**src/rtl/fdl_pkg.sv**
```systemverilog
// Shared constants, types and helpers for the fractional delay line.
// Every rtl file refers to this package by scoped names.
package fdl_pkg;

  localparam int FIR_TAPS    = 32;
  localparam int DELAY_DEPTH = 65536;

  localparam int TAP_W   = $clog2(FIR_TAPS);
  localparam int ADDR_W  = $clog2(DELAY_DEPTH);
  localparam int SMP_W   = 24;
  localparam int COEF_W  = 18;
  localparam int TIDX_W  = 5;
  localparam int FRAC_W  = 16;
  localparam int K_W     = 32;
  localparam int DT_W    = 16;
  localparam int RP_W    = ADDR_W + FRAC_W;
  localparam int DN_W    = ADDR_W + K_W;
  localparam int ACC_W   = 48;
  localparam int MUL_W   = 33;
  localparam int PROD_W  = 2 * MUL_W;
  localparam int PADDR_W = 3;
  localparam int PDATA_W = 32;

  localparam logic [DT_W-1:0] DT_RESET = DT_W'(250);
  localparam logic [K_W-1:0]  K_RESET  = K_W'(42950);

  localparam logic signed [ACC_W-1:0] ROUND_HALF = ACC_W'(2 ** (FRAC_W - 1));
  localparam logic signed [ACC_W-1:0] SAT_HI     = ACC_W'(2 ** (SMP_W - 1) - 1);
  localparam logic signed [ACC_W-1:0] SAT_LO     = -SAT_HI - ACC_W'(1);
  localparam logic [RP_W:0]           DEPTH_FX   = (RP_W + 1)'(DELAY_DEPTH) << FRAC_W;

  typedef enum logic [3:0] {
    S_IDLE,
    S_GLO,
    S_GHI,
    S_MAC,
    S_FIR,
    S_WR,
    S_RD0,
    S_RD1,
    S_DIF,
    S_IMUL,
    S_IRES,
    S_POS
  } state_e;

  typedef enum logic [2:0] {
    TAG_NONE,
    TAG_GLO,
    TAG_GHI,
    TAG_MAC,
    TAG_INTERP
  } mul_tag_e;

  typedef enum logic {
    REG_DELAY_TARGET = 1'b0,
    REG_GLIDE_COEF   = 1'b1
  } reg_idx_e;

  typedef struct packed {
    logic              we;
    logic [ADDR_W-1:0] addr;
    logic [SMP_W-1:0]  data;
  } mem_wr_t;

  typedef struct packed {
    logic              we;
    logic [TAP_W-1:0]  idx;
    logic [COEF_W-1:0] val;
  } tap_wr_t;

  typedef struct packed {
    logic             we;
    logic [TAP_W-1:0] idx;
    logic [SMP_W-1:0] val;
  } ring_wr_t;

  function automatic logic signed [SMP_W-1:0] sat_smp(input logic signed [ACC_W-1:0] v);
    logic signed [SMP_W-1:0] r;
    if (v > SAT_HI) begin
      r = SMP_W'(SAT_HI);
    end else if (v < SAT_LO) begin
      r = SMP_W'(SAT_LO);
    end else begin
      r = v[SMP_W-1:0];
    end
    return r;
  endfunction

endpackage

```
**src/rtl/fdl_mul.sv**
```systemverilog
// Shared signed multiplier with a registered product and a tag that names its use.
// Depends on fdl_pkg for widths and the tag type.
module fdl_mul (
  input  logic                                clk_i,
  input  logic                                rst_ni,
  input  logic signed [fdl_pkg::MUL_W-1:0]    a_i,
  input  logic signed [fdl_pkg::MUL_W-1:0]    b_i,
  input  fdl_pkg::mul_tag_e                   tag_i,
  output logic signed [fdl_pkg::PROD_W-1:0]   prod_o,
  output fdl_pkg::mul_tag_e                   tag_o
);

  logic signed [fdl_pkg::PROD_W-1:0] prod_q;
  fdl_pkg::mul_tag_e                 tag_q;

  always_ff @(posedge clk_i or negedge rst_ni) begin
    if (!rst_ni) begin
      tag_q <= fdl_pkg::TAG_NONE;
    end else begin
      tag_q <= tag_i;
    end
  end

  always_ff @(posedge clk_i) begin
    prod_q <= a_i * b_i;
  end

  assign prod_o = prod_q;
  assign tag_o  = tag_q;

endmodule

```
**config.mk**
```make
export PLATFORM = sky130hd
export DESIGN_NAME = fdl_mul
export DESIGN_NICKNAME = d
export VERILOG_FILES = /design/src/rtl/fdl_pkg.sv /design/src/rtl/fdl_mul.sv
export SDC_FILE = /design/constraint.sdc
export NUM_CORES = 2
export LEC_CHECK = 0
export ABC_AREA = 1
export BUFFER_PORTS_ARGS = -buffer_cell sky130_fd_sc_hd__buf_2
export CORE_UTILIZATION = 52
export DETAILED_ROUTE_END_ITERATION = 8
export PLACE_DENSITY = 0.69
export SYNTH_ARGS = -nofsm -noshare
export SYNTH_HDL_FRONTEND = slang
export SYNTH_SLANG_ARGS = --single-unit
```
**constraint.sdc**
```tcl
create_clock -name clk_i -period 0.8 [get_ports clk_i]
set_clock_uncertainty 0.15 [all_clocks]
set_input_delay 0.08 -clock clk_i [delete_from_list [all_inputs] [get_ports clk_i]]
set_output_delay 0.08 -clock clk_i [all_outputs]
set_load 0.03 [all_outputs]
```
After elaboration in Yosys (flattened, before gate mapping)
Index checks and enable logic that the tools add are counted.
{ "word_totals": {"input_bits": 71, "regBits": 69, "elab_cells": 3, "out_inout_bits": 69} }
{ "op_classes": {"n_mul": 1} }
{ "ops": {"columns": ["operator", "n"], "rows": [
  ["multiplier 33 x 33 -> 66 bit", 1]
]} }

Logic depth before layout (Yosys ltp)
{ "depth": {"depth_word": 1, "mapped_depth": 34, "ltp_nobuf": 32} }

Worst setup path before layout
Ideal clock, no wire load.
{ "synth_timing": {"kind": "input-to-reg", "from": "input port a_i[32] (netlist bit)", "to": "register prod_q (netlist bit prod_o[60])", "path_slack_ns": -6.186, "stages": 23, "setup_time_ns": 0.113, "t_arrival_ns": 6.723, "cell_sequence": "clkbuf_1 > clkbuf_1 > nand2_1 > inv_1 > fa_1 > fa_1 > fa_1 > fa_1 > inv_1 > fa_1 > fa_1 > fa_1 > fa_1 > inv_1 > ha_1 > nand2_1 > nor2_1 > inv_1 > nor3_1 > nand2_1 > and2_0 > nand4_1 > nand2_1"} }
{ "synth_between": {"elab_chain_len": 1} }
{ "synth_lines": {"columns": ["element", "line", "rtl"], "rows": [
  ["from (decl)", "fdl_mul.sv:6", "input logic signed [fdl_pkg::MUL_W-1:0] a_i,"],
  ["multiplier 33 x 33 -> 66 bit", "fdl_mul.sv:25", "prod_q <= a_i * b_i;"],
  ["to (signal assigned)", "fdl_mul.sv:25", null],
  ["to (decl)", "fdl_mul.sv:13", "logic signed [fdl_pkg::PROD_W-1:0] prod_q;"]
]} }
Every way passes these cells.

Worst setup path in the final report
{ "layout_timing": {"from": "input port b_i[3] (netlist bit)", "to": "register prod_q (netlist bit prod_o[54])"} }
{ "layout_between": {"elab_chain_len": 1} }
{ "layout_lines": {"columns": ["element", "line", "rtl"], "rows": [
  ["from (decl)", "fdl_mul.sv:7", "input logic signed [fdl_pkg::MUL_W-1:0] b_i,"],
  ["multiplier 33 x 33 -> 66 bit", "fdl_mul.sv:25", null]
]} }
Every way passes these cells.

==> metrics.md <==
| Metric | Value |
|---|---|
| Post-CTS Hold Fix Bufs | 4 |
| Dpl ws | -6.21 ns |
| I/O Pins | 140 |
| Syn Nets | roughly 7000 |
| Status | finished with violations |
| Overall routing resource usage | 32.3% |
| Final HPWL DP | ~110000 um |
| CTS max path bufs | 2 |
| Wire per inst | about 19 um |
| Clk slew on worst S/H paths | approximately 0.060 ns |
| Ys flop type | dfxtp_1 |
| DRT antenna net count | 0 |
| H-tree depth | 3 |
| Synth Register Bits | 69 |
| Sequential Area | 0.00149 mm^2 |
| Synthesized-area fraction occupied by adder cells | ~60% |
| Slew margin rel. | between 70 and 80% |
| Dominant combinational cell family by area after synthesis | adder cells |
| Largest net degree at the start of global routing | 24 |
| CTS Sinks | between 60 and 70 |
| Yosys Warn Count | 0 |
| Core area | between 0.08 and 0.09 mm^2 |
| CP endpoint kind | flop |
| Starting DRT DRC Count | 2318 |
| Synth Area per Inst | around 7.8 um^2 |
| Mux share of post-synthesis cell area | 0% |
| GR Overflow Total | 0 |
| Die span in x | 290 um |
| Final core utilization | a little over two thirds |
| Number of synthesized flops with an enable pin | 0 |
| Post-Synth Simple-Gate Area | around 17% |
| Fillers | between 6000 and 7000 |
| Arr. time, crit path | approximately 6.3 ns |
| Cell variety after synth | 36 |
| Fraction of final layout cells sized beyond drive strength 1 | between 30 and 40% |
| Final hold slack | -0.0759 ns |
| Post-route setup slack | -5.44 ns |
| Synth Area in XOR/XNOR | 0.830% |
| Synth area leaders | fa_1 53%, inv_1 16%, nand2_1 13%, ha_1 6.3%, dfxtp_1 3.1% |
| Most frequent cell after synthesis | inv_1 |
| Routability cong. | 0.955 |
| Synth top area share | a little over half |
| Post-Syn Area | approximately 0.043 mm^2 |
| Crit Path Max Fanout | 8 |
| Input/output buffers | 139 |
| Async set or reset register ratio after synthesis | approximately 4.3% |
| Vias in the first global route | ~39000 |
| Die area | ~0.084 mm^2 |
| Final nets | 7512 |
| Sequential share of the synthesized area | under 10% |
| Residual DRC count | 0 |
| Initial antenna violation count | 2 |
| Hold Path Class | in2async |
| Root Driver | clkbuf_16 |
| Minimum clock period | ~6.2 ns |
| Num CTS Buffers | 9 |
| Final Max Tran Viols | 0 |
| Area growth syn-to-layout | 32.3% |
| Crit path launch type | primary input |
| Failing checks | negative hold slack, negative setup slack |
| Fmax | ~160 MHz |
| TritonCTS clock tree | yes |
| Starting Density | between 50% and 60% |
| Vias per cell | around 5.1 |
| # setup viols final | 135 |
| First-pass DRT Iterations | 5 |
| Compound-cell area share of the yosys netlist | between 1 and 1.5% |
| Via Count | around 36000 |
| Area of the multi-input gates | approximately 0.039 mm^2 |
| Mapped Cells | between 5000 and 6000 |
| Hold violation count in the final report | 3 |
| First-pass GRT wire length | 211000 um |
| Std cell rows | 105 |
| MaxCap Viol Count | 0 |
| Crit Path Class | in2reg |
| Final period utilization | 780% |
| Final WL | between 100000 and 150000 um |
| RSZ-0062 raised after global routing | yes |
| Die height | between 200 and 300 um |
| Req. time, crit path | around 0.89 ns |
| Post-synth top area cell | fa_1 |
| Commonest cells in the netlist | 1894 x inv_1, 1517 x nand2_1, 1145 x fa_1, 262 x clkbuf_1, 217 x ha_1 |
| Worst Tran Pin Value | about 0.38 ns |
layer usage:
metal	wire, um	GRT usage, %
met5	26	0
met4	8810	15.2
met3	9170	3.42
met2	70100	57.4
met1	50600	39.4
cells in the final DEF (no fill, tap or decap), types with 30 or more instances in the layout:
cell,instances
nor2_4,71
nand3_1,31
nand2_1,1232
inv_2,224
a21oi_2,30
ha_4,100
buf_4,425
buf_12,85
dfxtp_2,61
buf_8,34
ha_1,115
fa_2,92
nand2_4,110
nor2_1,54
fa_1,1053
nand2_2,182
inv_1,1653
buf_6,198
cell families after synthesis:
group	count (synthesis)
compound gates	106
xor+xnor	41
fa+ha+maj	1362
buf+inv	2158
flops	69
simple gates	1810
worst max-delay path, stage by stage:
cell and delay, ns:
buf_12 0.12, buf_12 0.13, nand2_8 0.07, inv_4 0.04, fa_1 0.59, fa_2 0.48, fa_2 0.63, buf_6 0.13
fa_2 0.49, buf_6 0.15, buf_12 0.13, fa_1 0.49, fa_1 0.42, fa_1 0.49, inv_1 0.05, fa_1 0.49
inv_2 0.04, ha_4 0.29, buf_6 0.11, nand2_8 0.06, nor2_4 0.14, buf_6 0.13, nand2_8 0.07, nor4_4 0.20
nand2_1 0.12, nand4_1 0.09, nand2_1 0.07
how the worst max path moves through the flow:
stage	start	end	slack, ns	cells after the start
after global placement	a_i[28]	prod_o[49]	-6.15	25
after floorplan	a_i[32]	prod_o[64]	-5.66	24
final	b_i[3]	prod_o[54]	-5.44	27
after global routing	b_i[0]	prod_o[60]	-5.63	30
after detailed placement	a_i[28]	prod_o[49]	-6.21	25
after CTS	b_i[3]	prod_o[54]	-5.38	27
flip-flops by register name, summed over array words and instances, names as in the netlist:
register and count:
prod_o 66, tag_o 3
through the flow:
step	hold WS, ns	setup TNS (ns)	instance area [um^2]	std cells
after detailed placement	-0.274	-351.33	50300	6984
after CTS	-0.104	-332.92	54200	7091
after global routing	-0.0708	-347.71	57200	7155
after global placement	-0.275	-348.96	50300	6984
final	-0.0759	-336.62	57200	7155
after floorplan	-0.366	-304.62	46100	5546
repair_timing:
| action | in CTS | in global routing |
|---|---|---|
| gates cloned | 15 | 5 |
| endpoints found under the hold margin | 6 | 3 |
| setup endpoints to repair | 135 | 135 |
| gates resized for setup | 741 | 779 |
| pin swaps | 322 | 461 |
| setup buffers | 77 | 70 |
layout make-up:
class / count / area share (%)
well taps: 1070 / 2.34
inverters: 1895 / 12.5
multi-input cells: 3319 / 67.3
clock buffers: 11 / 0.442
repair buffers: 785 / 14.6
diodes: 1 / 0.00437
flip-flops and latches: 69 / 2.60
clock inverters: 5 / 0.114
Power is left out: the tool's default activity adds up to more than one toggle a clock period on the data nets, which glitch-free logic cannot reach.
