===== src/rtl/fdl_pkg.sv =====
// Shared constants, types and helpers for the fractional delay line.
// Every rtl file refers to this package by scoped names.
package fdl_pkg;

  localparam int FIR_TAPS    = 32;
  localparam int DELAY_DEPTH = 65536;

  localparam int TAP_W   = $clog2(FIR_TAPS);
  localparam int ADDR_W  = $clog2(DELAY_DEPTH);
  localparam int SMP_W   = 24;
  localparam int COEF_W  = 18;
  localparam int TIDX_W  = 5;
  localparam int FRAC_W  = 16;
  localparam int K_W     = 32;
  localparam int DT_W    = 16;
  localparam int RP_W    = ADDR_W + FRAC_W;
  localparam int DN_W    = ADDR_W + K_W;
  localparam int ACC_W   = 48;
  localparam int MUL_W   = 33;
  localparam int PROD_W  = 2 * MUL_W;
  localparam int PADDR_W = 3;
  localparam int PDATA_W = 32;

  localparam logic [DT_W-1:0] DT_RESET = DT_W'(250);
  localparam logic [K_W-1:0]  K_RESET  = K_W'(42950);

  localparam logic signed [ACC_W-1:0] ROUND_HALF = ACC_W'(2 ** (FRAC_W - 1));
  localparam logic signed [ACC_W-1:0] SAT_HI     = ACC_W'(2 ** (SMP_W - 1) - 1);
  localparam logic signed [ACC_W-1:0] SAT_LO     = -SAT_HI - ACC_W'(1);
  localparam logic [RP_W:0]           DEPTH_FX   = (RP_W + 1)'(DELAY_DEPTH) << FRAC_W;

  typedef enum logic [3:0] {
    S_IDLE,
    S_GLO,
    S_GHI,
    S_MAC,
    S_FIR,
    S_WR,
    S_RD0,
    S_RD1,
    S_DIF,
    S_IMUL,
    S_IRES,
    S_POS
  } state_e;

  typedef enum logic [2:0] {
    TAG_NONE,
    TAG_GLO,
    TAG_GHI,
    TAG_MAC,
    TAG_INTERP
  } mul_tag_e;

  typedef enum logic {
    REG_DELAY_TARGET = 1'b0,
    REG_GLIDE_COEF   = 1'b1
  } reg_idx_e;

  typedef struct packed {
    logic              we;
    logic [ADDR_W-1:0] addr;
    logic [SMP_W-1:0]  data;
  } mem_wr_t;

  typedef struct packed {
    logic              we;
    logic [TAP_W-1:0]  idx;
    logic [COEF_W-1:0] val;
  } tap_wr_t;

  typedef struct packed {
    logic             we;
    logic [TAP_W-1:0] idx;
    logic [SMP_W-1:0] val;
  } ring_wr_t;

  function automatic logic signed [SMP_W-1:0] sat_smp(input logic signed [ACC_W-1:0] v);
    logic signed [SMP_W-1:0] r;
    if (v > SAT_HI) begin
      r = SMP_W'(SAT_HI);
    end else if (v < SAT_LO) begin
      r = SMP_W'(SAT_LO);
    end else begin
      r = v[SMP_W-1:0];
    end
    return r;
  endfunction

endpackage


===== src/rtl/fdl_fir_regs.sv =====
// Coefficient store and sample ring of the FIR pre-filter, one read port each.
// Depends on fdl_pkg for sizes and write structs.
module fdl_fir_regs (
  input  logic                               clk_i,
  input  logic                               rst_ni,
  input  fdl_pkg::tap_wr_t                   tap_wr_i,
  input  fdl_pkg::ring_wr_t                  ring_wr_i,
  input  logic [fdl_pkg::TAP_W-1:0]          tap_idx_i,
  input  logic [fdl_pkg::TAP_W-1:0]          ring_idx_i,
  output logic signed [fdl_pkg::COEF_W-1:0]  tap_o,
  output logic signed [fdl_pkg::SMP_W-1:0]   smp_o
);

  logic signed [fdl_pkg::COEF_W-1:0] taps_q [fdl_pkg::FIR_TAPS];
  logic signed [fdl_pkg::SMP_W-1:0]  ring_q [fdl_pkg::FIR_TAPS];

  always_ff @(posedge clk_i or negedge rst_ni) begin
    if (!rst_ni) begin
      for (int i = 0; i < fdl_pkg::FIR_TAPS; i++) begin
        taps_q[i] <= '0;
        ring_q[i] <= '0;
      end
    end else begin
      if (tap_wr_i.we) begin
        taps_q[tap_wr_i.idx] <= tap_wr_i.val;
      end
      if (ring_wr_i.we) begin
        ring_q[ring_wr_i.idx] <= ring_wr_i.val;
      end
    end
  end

  assign tap_o = taps_q[tap_idx_i];
  assign smp_o = ring_q[ring_idx_i];

endmodule


===== config.mk =====
export PLATFORM = sky130hd
export DESIGN_NAME = fdl_fir_regs
export DESIGN_NICKNAME = d
export VERILOG_FILES = /design/src/rtl/fdl_pkg.sv /design/src/rtl/fdl_fir_regs.sv
export SDC_FILE = /design/constraint.sdc
export NUM_CORES = 2
export LEC_CHECK = 0
export ABC_AREA = 0
export BUFFER_PORTS_ARGS = -buffer_cell sky130_fd_sc_hd__buf_2
export CAP_MARGIN = 0
export CORE_UTILIZATION = 65
export CTS_BUF_LIST = sky130_fd_sc_hd__clkbuf_4 sky130_fd_sc_hd__clkbuf_8
export CTS_CLUSTER_SIZE = 24
export DETAILED_ROUTE_END_ITERATION = 10
export PLACE_DENSITY = 0.82
export SYNTH_ARGS = -nofsm -noshare
export SYNTH_HDL_FRONTEND = slang
export SYNTH_SLANG_ARGS = --single-unit

===== constraint.sdc =====
create_clock -name clk_i -period 3.3 [get_ports clk_i]
set_input_delay 0 -clock clk_i [delete_from_list [all_inputs] [get_ports clk_i]]
set_output_delay 0 -clock clk_i [all_outputs]
set_load 0.02 [all_outputs]

Word-level counts from Yosys, hierarchy flattened
Cells that the tools add are included.
- output and inout port bits: 42
- word-level logic and storage cells: 88
- register bits after elaboration: 1344
- reduce and logical (&&, ||, !) cells: 2
- magnitude comparators: 6
- multiplexer cells: 12
- bitwise logic cells: 4
- operators with widths (kind ; count):
    $bwmux 768 ; 1
    $bwmux 576 ; 1
    $bmux 24 s5 ; 1
    $demux 24 s5 ; 1
    $bmux 18 s5 ; 1
    $demux 18 s5 ; 1
    $mux 24 ; 3
    $mux 18 ; 3
    $ge 6x6->1 const B ; 4
    $not 5->6 ; 4
    $lt 6x1->1 const B ; 2
    $logic_and 1x1->1 ; 2

Logic depth before layout (Yosys ltp)
- depth after elaboration: 6
- depth in mapped cells: 8

Least setup slack after synthesis
OpenSTA, ideal clock, no wires.
- kind: input -> register
- start point: in ring_wr_i[24] in the netlist's numbering
- end point: reg ring_q[469] in the netlist's numbering
- arrival time: 1.378 ns
- stages: 6
- setup slack: 1.797 ns
- buffers on the path: 3
- setup time: 0.125 ns
- cells stage by stage: clkbuf_1 or3b_1 buf_2 nor2_8 buf_6 mux2_2
- longest elaborated chain between the ends: 6
- ends and longest elaborated chain (what ; RTL line ; RTL):
    from (decl) ; fdl_fir_regs.sv:7 ; input fdl_pkg::ring_wr_t ring_wr_i,
    $not 5->6 (not written as such) * ; fdl_fir_regs.sv:28 ; ring_q[ring_wr_i.idx] <= ring_wr_i.val;
    $ge 6x6->1 (not written as such) or $lt 6x1->1 (tied branches) ; fdl_fir_regs.sv:28 ;
    $logic_and 1x1->1 (not written as such) ; fdl_fir_regs.sv:28 ;
    $mux 24 (not written as such) ; fdl_fir_regs.sv:28 ;
    $demux 24 s5 * ; fdl_fir_regs.sv:28 ;
    $bwmux 768 * ; fdl_fir_regs.sv:28 ;
    to (signal, indexed assignment) ; fdl_fir_regs.sv:28 ;
    to (decl) ; fdl_fir_regs.sv:15 ; logic signed [fdl_pkg::SMP_W-1:0] ring_q [fdl_pkg::FIR_TAPS];
Mark *: on every way between the ends. The rest lies on a longest branch, timed or not.
A chain may end at the register's enable or synchronous reset.

Worst setup path in the final report
- start point: reg ring_q[609] in the netlist's numbering
- end point: out smp_o[9] in the netlist's numbering
- longest elaborated chain between the ends: 3
- ends and longest elaborated chain (what ; RTL line ; RTL):
    $bmux 24 s5 ; fdl_fir_regs.sv:34 ; assign smp_o = ring_q[ring_idx_i];
    $mux 24 (not written as such) (2 in a row) ; fdl_fir_regs.sv:34 ;
    to (decl) ; fdl_fir_regs.sv:11 ; output logic signed [fdl_pkg::SMP_W-1:0] smp_o
No other way between the ends. The select of a mux whose other input is x is not followed.

==> flow_summary.html <==
<table>
<tr><th>Metric</th><th>Value</th></tr>
<tr><th colspan="2">Timing</th></tr>
<tr><td>Post-route clock skew</td><td>0 ns</td></tr>
<tr><td>RSZ-0062 raised after global routing</td><td>no</td></tr>
<tr><td>Endpoints failing setup</td><td>0</td></tr>
<tr><td>Setup tns final</td><td>0 ns</td></tr>
<tr><td>Transition time at the pin with the least slew margin</td><td>1.02 ns</td></tr>
<tr><td>Upper clock frequency limit</td><td>0.357 GHz</td></tr>
<tr><td>Headroom to the max-slew limit</td><td>31.9%</td></tr>
<tr><td>Portion of the clock cycle consumed by the worst path in the final layout</td><td>84.8%</td></tr>
<tr><td>Crit path time final</td><td>2.80 ns</td></tr>
<tr><td>Total count of hold-check failures in the final report</td><td>0</td></tr>
<tr><td>Number of max-slew violations in the final report</td><td>0</td></tr>
<tr><th colspan="2">Finish</th></tr>
<tr><td>Final core occ</td><td>72.8%</td></tr>
<tr><td># fillers</td><td>6,114</td></tr>
<tr><td>Most common cell after layout, fill and taps aside</td><td>sky130_fd_sc_hd__dfrtp_1</td></tr>
<tr><td>Ratio of cells with drive above 1 in the final layout</td><td>41.2%</td></tr>
<tr><td>Area delta synth-&gt;final</td><td>11.0%</td></tr>
<tr><td>Area of combinational cells with multiple inputs</td><td>0.0267 mm²</td></tr>
<tr><td>Non-filler instance count after layout</td><td>6,061</td></tr>
<tr><td>Count of nets after finishing</td><td>4,689</td></tr>
<tr><td>Leading cell types in the layout, fill and taps excluded</td><td>sky130_fd_sc_hd__dfrtp_1, sky130_fd_sc_hd__mux2_2, sky130_fd_sc_hd__mux2i_1, sky130_fd_sc_hd__clkbuf_8, sky130_fd_sc_hd__a22oi_1</td></tr>
<tr><td>Seq. cell area</td><td>0.0336 mm²</td></tr>
<tr><td>Design Area, Final</td><td>0.0691 mm²</td></tr>
<tr><th colspan="2">Worst setup path</th></tr>
<tr><td>Crit path buffers/inverters</td><td>1</td></tr>
<tr><td>Reg2Reg Depth</td><td>1</td></tr>
<tr><td>CP top delay family</td><td>compound AO/OA/AOI/OAI gates</td></tr>
<tr><td>Critical-path cell with the highest stage delay</td><td>sky130_fd_sc_hd__a31oi_1</td></tr>
<tr><td>Arr. time, crit path</td><td>2.80 ns</td></tr>
<tr><td>Critical Setup Path Class</td><td>reg -&gt; out</td></tr>
<tr><td>Maximum fanout along the worst path</td><td>2</td></tr>
<tr><td>Setup slack of the worst register-to-register path</td><td>2.48 ns</td></tr>
<tr><td>CP endpoint kind</td><td>primary output</td></tr>
<tr><td>Cells traversed along the worst timing path</td><td>mux2i_1 -&gt; a22o_1 -&gt; nor3_1 -&gt; a31oi_1 -&gt; nand3_1 -&gt; buf_2</td></tr>
<tr><td>Required @ worst endpoint</td><td>3.30 ns</td></tr>
<tr><td>Sort of element at the start of the critical path</td><td>flop</td></tr>
<tr><td>Cell depth of the worst setup path</td><td>6</td></tr>
<tr><td>Max stage delay on crit path</td><td>0.48 ns</td></tr>
<tr><th colspan="2">Clock network</th></tr>
<tr><td>CTS max path bufs</td><td>3</td></tr>
<tr><td>CTS sink cnt</td><td>1,344</td></tr>
<tr><td>Number of setup buffers added after CTS</td><td>0</td></tr>
<tr><td>Clock buffer count from CTS</td><td>211</td></tr>
<tr><td>Clock root buffer</td><td>sky130_fd_sc_hd__clkbuf_8</td></tr>
<tr><td>CTS tree</td><td>built</td></tr>
<tr><td>Clock transition at the registers of the reported paths</td><td>0.06 ns</td></tr>
<tr><td>H-tree level count</td><td>4</td></tr>
<tr><td>Clock latency on the worst-skew pair</td><td>0.89 ns</td></tr>
<tr><th colspan="2">Worst hold path</th></tr>
<tr><td>Hold Crit Depth</td><td>4</td></tr>
<tr><td>Path type of the worst min-delay path</td><td>in -&gt; reg</td></tr>
<tr><th colspan="2">Logic synthesis</th></tr>
<tr><td>Top-area cell type share of the netlist area</td><td>54.1%</td></tr>
<tr><td>Post-Synthesis Cell Area</td><td>0.0622 mm²</td></tr>
<tr><td>Synth async-reset ratio</td><td>100%</td></tr>
<tr><td>Post-synth top flop</td><td>sky130_fd_sc_hd__dfrtp_1</td></tr>
<tr><td>Sequential area share after synthesis</td><td>54.1%</td></tr>
<tr><td>Avg Inst Size Synth</td><td>13.7 µm²</td></tr>
<tr><td>Leading post-synthesis cells by cell area</td><td>sky130_fd_sc_hd__dfrtp_1, sky130_fd_sc_hd__mux2_2, sky130_fd_sc_hd__mux2i_1, sky130_fd_sc_hd__a22oi_1, sky130_fd_sc_hd__clkbuf_1</td></tr>
<tr><td>Cell type with the largest total area after synthesis</td><td>sky130_fd_sc_hd__dfrtp_1</td></tr>
<tr><td>Post-Syn Nets</td><td>4,601</td></tr>
<tr><td>Post-synth EDFFs</td><td>0</td></tr>
<tr><td>Unique masters post-synth</td><td>37</td></tr>
<tr><td>Number of instances in the synthesized netlist</td><td>4,535</td></tr>
<tr><td>Number of synthesis warnings</td><td>0</td></tr>
<tr><td>Register bit count reported by yosys</td><td>1,344</td></tr>
<tr><th colspan="2">Routing</th></tr>
<tr><td>Avg Vias per Cell</td><td>6.46</td></tr>
<tr><td>Antenna-violating nets left</td><td>0</td></tr>
<tr><td>Post-DR wirelength/cell</td><td>25.5 µm</td></tr>
<tr><td>Detailed Routing Iterations Pass 1</td><td>5</td></tr>
<tr><td>Number of DRC markers after the initial detailed-route iteration</td><td>3,065</td></tr>
<tr><td>Wire length after detailed routing</td><td>154,000 µm</td></tr>
<tr><td>Overall via count from detail_route</td><td>39,100</td></tr>
<tr><td>DRC violation count after routing</td><td>0</td></tr>
<tr><th colspan="2">Floorplan</th></tr>
<tr><td>Initial standard-cell utilization of the core</td><td>65.6%</td></tr>
<tr><td>Die X</td><td>311 µm</td></tr>
<tr><td>Floorplan row count</td><td>113</td></tr>
<tr><td>Total Die Area</td><td>0.0970 mm²</td></tr>
<tr><td>Core Region</td><td>0.0949 mm²</td></tr>
<tr><td>Vertical die dimension</td><td>311 µm</td></tr>
<tr><td>Number of ports placed on the die boundary</td><td>108</td></tr>
<tr><th colspan="2">Pwr</th></tr>
<tr><td>Seq pwr share</td><td>49.5%</td></tr>
<tr><td>Maximum resistive drop on vdd</td><td>0.432 mV</td></tr>
<tr><td>Logic gate share of total power</td><td>16.0%</td></tr>
<tr><td>Total power of the final layout</td><td>43.2 mW</td></tr>
<tr><td>Internal Dissipation</td><td>31.8 mW</td></tr>
<tr><td>Clock power share</td><td>34.5%</td></tr>
<tr><td>Reported net switching power</td><td>11.4 mW</td></tr>
<tr><td>Switching Fraction</td><td>26.4%</td></tr>
<tr><td>Leak</td><td>33.0 nW</td></tr>
<tr><td>Ratio of total power to cell area</td><td>626 mW/mm²</td></tr>
<tr><th colspan="2">Placement</th></tr>
<tr><td>Placed wire-length estimate after detailed placement</td><td>92,200 µm</td></tr>
<tr><td>Routability congestion estimate</td><td>0.857</td></tr>
<tr><td>Inst Count DP</td><td>5,619</td></tr>
<tr><td>Number of buffers added on ports</td><td>107</td></tr>
<tr><td>Placement Cell Area</td><td>0.0639 mm²</td></tr>
<tr><th colspan="2">Global route</th></tr>
<tr><td>Antenna violations before repair</td><td>8</td></tr>
<tr><td>Global-route usage over all layers</td><td>32.4%</td></tr>
<tr><td>Largest net degree at the start of global routing</td><td>101</td></tr>
<tr><td>Global-route wire length before repair</td><td>244,000 µm</td></tr>
<tr><td>Total global routing overflow</td><td>0</td></tr>
<tr><td>Via count of the first global-routing pass</td><td>41,000</td></tr>
<tr><th colspan="2">Outcome</th></tr>
<tr><td>Outcome</td><td>complete, no violations</td></tr>
<tr><th colspan="2">Job</th></tr>
<tr><td>Count of maximum capacitance violations</td><td>0</td></tr>
</table>
==> per-layer routing <==
layer	global-route usage, %	vias to the layer above	wire [µm]
li1	-	16700	-
met1	47.1	20800	69000
met2	49.4	1300	71200
met3	5.89	307	9870
met4	10.9	2	4240
met5	0	-	7
==> kinds of logic (layout without fill, tap and decap cells) <==
kind of cell / count (synthesis) / count (layout) / synth area share (%)
AOI/OAI and AO/OA: 378 / 378 / 4.21
buffers and inverters: 408 / 662 / 3.09
DFF: 1344 / 1344 / 54.1
other: 0 / 7 / 0
and+or+nand+nor: 389 / 389 / 3.51
muxes: 2016 / 2016 / 35.1
==> power by group through the flow <==
stage / combinational [mW] / sequential (mW) / clock [mW]
6_report: 6.92 / 21.4 / 14.9
5_1_grt: 7.52 / 21.7 / 15.9
2_1_floorplan: 5.16 / 21.0 / 0
3_3_place_gp: 6.55 / 21.4 / 0
3_5_place_dp: 6.83 / 21.6 / 0
4_1_cts: 6.93 / 21.3 / 15.1
==> through the flow <==
stage | hold slack, ns | setup slack [ns]
after floorplan | -0.296 | 1.80
after CTS | 0.00676 | 0.514
final | 0.0779 | 0.501
after detailed placement | 0.121 | 1.05
after global placement | 0.124 | 1.07
after global routing | 0.0423 | 0.505
==> repair_timing <==
| action | CTS | global route |
|---|---|---|
| gates resized for setup | 0 | 0 |
| hold buffers | 56 | 0 |
| hold endpoints to repair | 2688 | 0 |
==> tightest hold or removal path, delay by kind of cell <==
kind	cells	cell delay (ns)
buffers and inverters	1	0.16
muxes	1	0.25
and+or+nand+nor	2	0.53
==> Yosys cell counts, types with 4 or more instances <==
cell	count
sky130_fd_sc_hd__a31oi_1	42
sky130_fd_sc_hd__nor2_8	8
sky130_fd_sc_hd__nand2_2	16
sky130_fd_sc_hd__dfrtp_1	1344
sky130_fd_sc_hd__mux2i_1	672
sky130_fd_sc_hd__nand4_1	18
sky130_fd_sc_hd__nor2_4	12
sky130_fd_sc_hd__nor3_1	43
sky130_fd_sc_hd__mux2_1	49
sky130_fd_sc_hd__a21oi_1	108
sky130_fd_sc_hd__nand2_1	127
sky130_fd_sc_hd__buf_6	12
sky130_fd_sc_hd__nor2b_1	4
sky130_fd_sc_hd__nand2b_1	4
sky130_fd_sc_hd__nand3b_1	4
sky130_fd_sc_hd__nor2_2	12
sky130_fd_sc_hd__a22oi_1	144
sky130_fd_sc_hd__buf_2	143
sky130_fd_sc_hd__a22o_1	84
sky130_fd_sc_hd__buf_4	32
sky130_fd_sc_hd__nand3_1	110
sky130_fd_sc_hd__nand3b_2	4
sky130_fd_sc_hd__buf_1	9
sky130_fd_sc_hd__clkbuf_1	211
sky130_fd_sc_hd__mux2_2	1295
sky130_fd_sc_hd__nor3b_2	8
sky130_fd_sc_hd__nor2_1	4
==> cell type report <==
cell class / count / share of cell area (%)
Multi-Input combinational cell: 2783 / 38.7
Clock inverter: 23 / 0.272
Antenna cell: 7 / 0.0254
Clock buffer: 356 / 6.35
Timing Repair Buffer: 283 / 3.67
Sequential cell: 1344 / 48.7
Tap cell: 1265 / 2.29
==> sequential cells by signal (all words and copies together), names as in the netlist <==
signal  cells
taps_q    576
ring_q    768
==> path summary, 6_finish.rpt <==
path	from	end
setup / recovery	ring_q[609]	smp_o[9]
hold / removal	ring_wr_i[27]	ring_q[69]
setup reg to reg	ring_q[472]	ring_q[472]
hold reg to reg	ring_q[473]	ring_q[473]
max in group asynchronous	rst_ni	ring_q[339]
min in group asynchronous	rst_ni	ring_q[559]
Note: power is estimated with default switching activity, not from simulation.
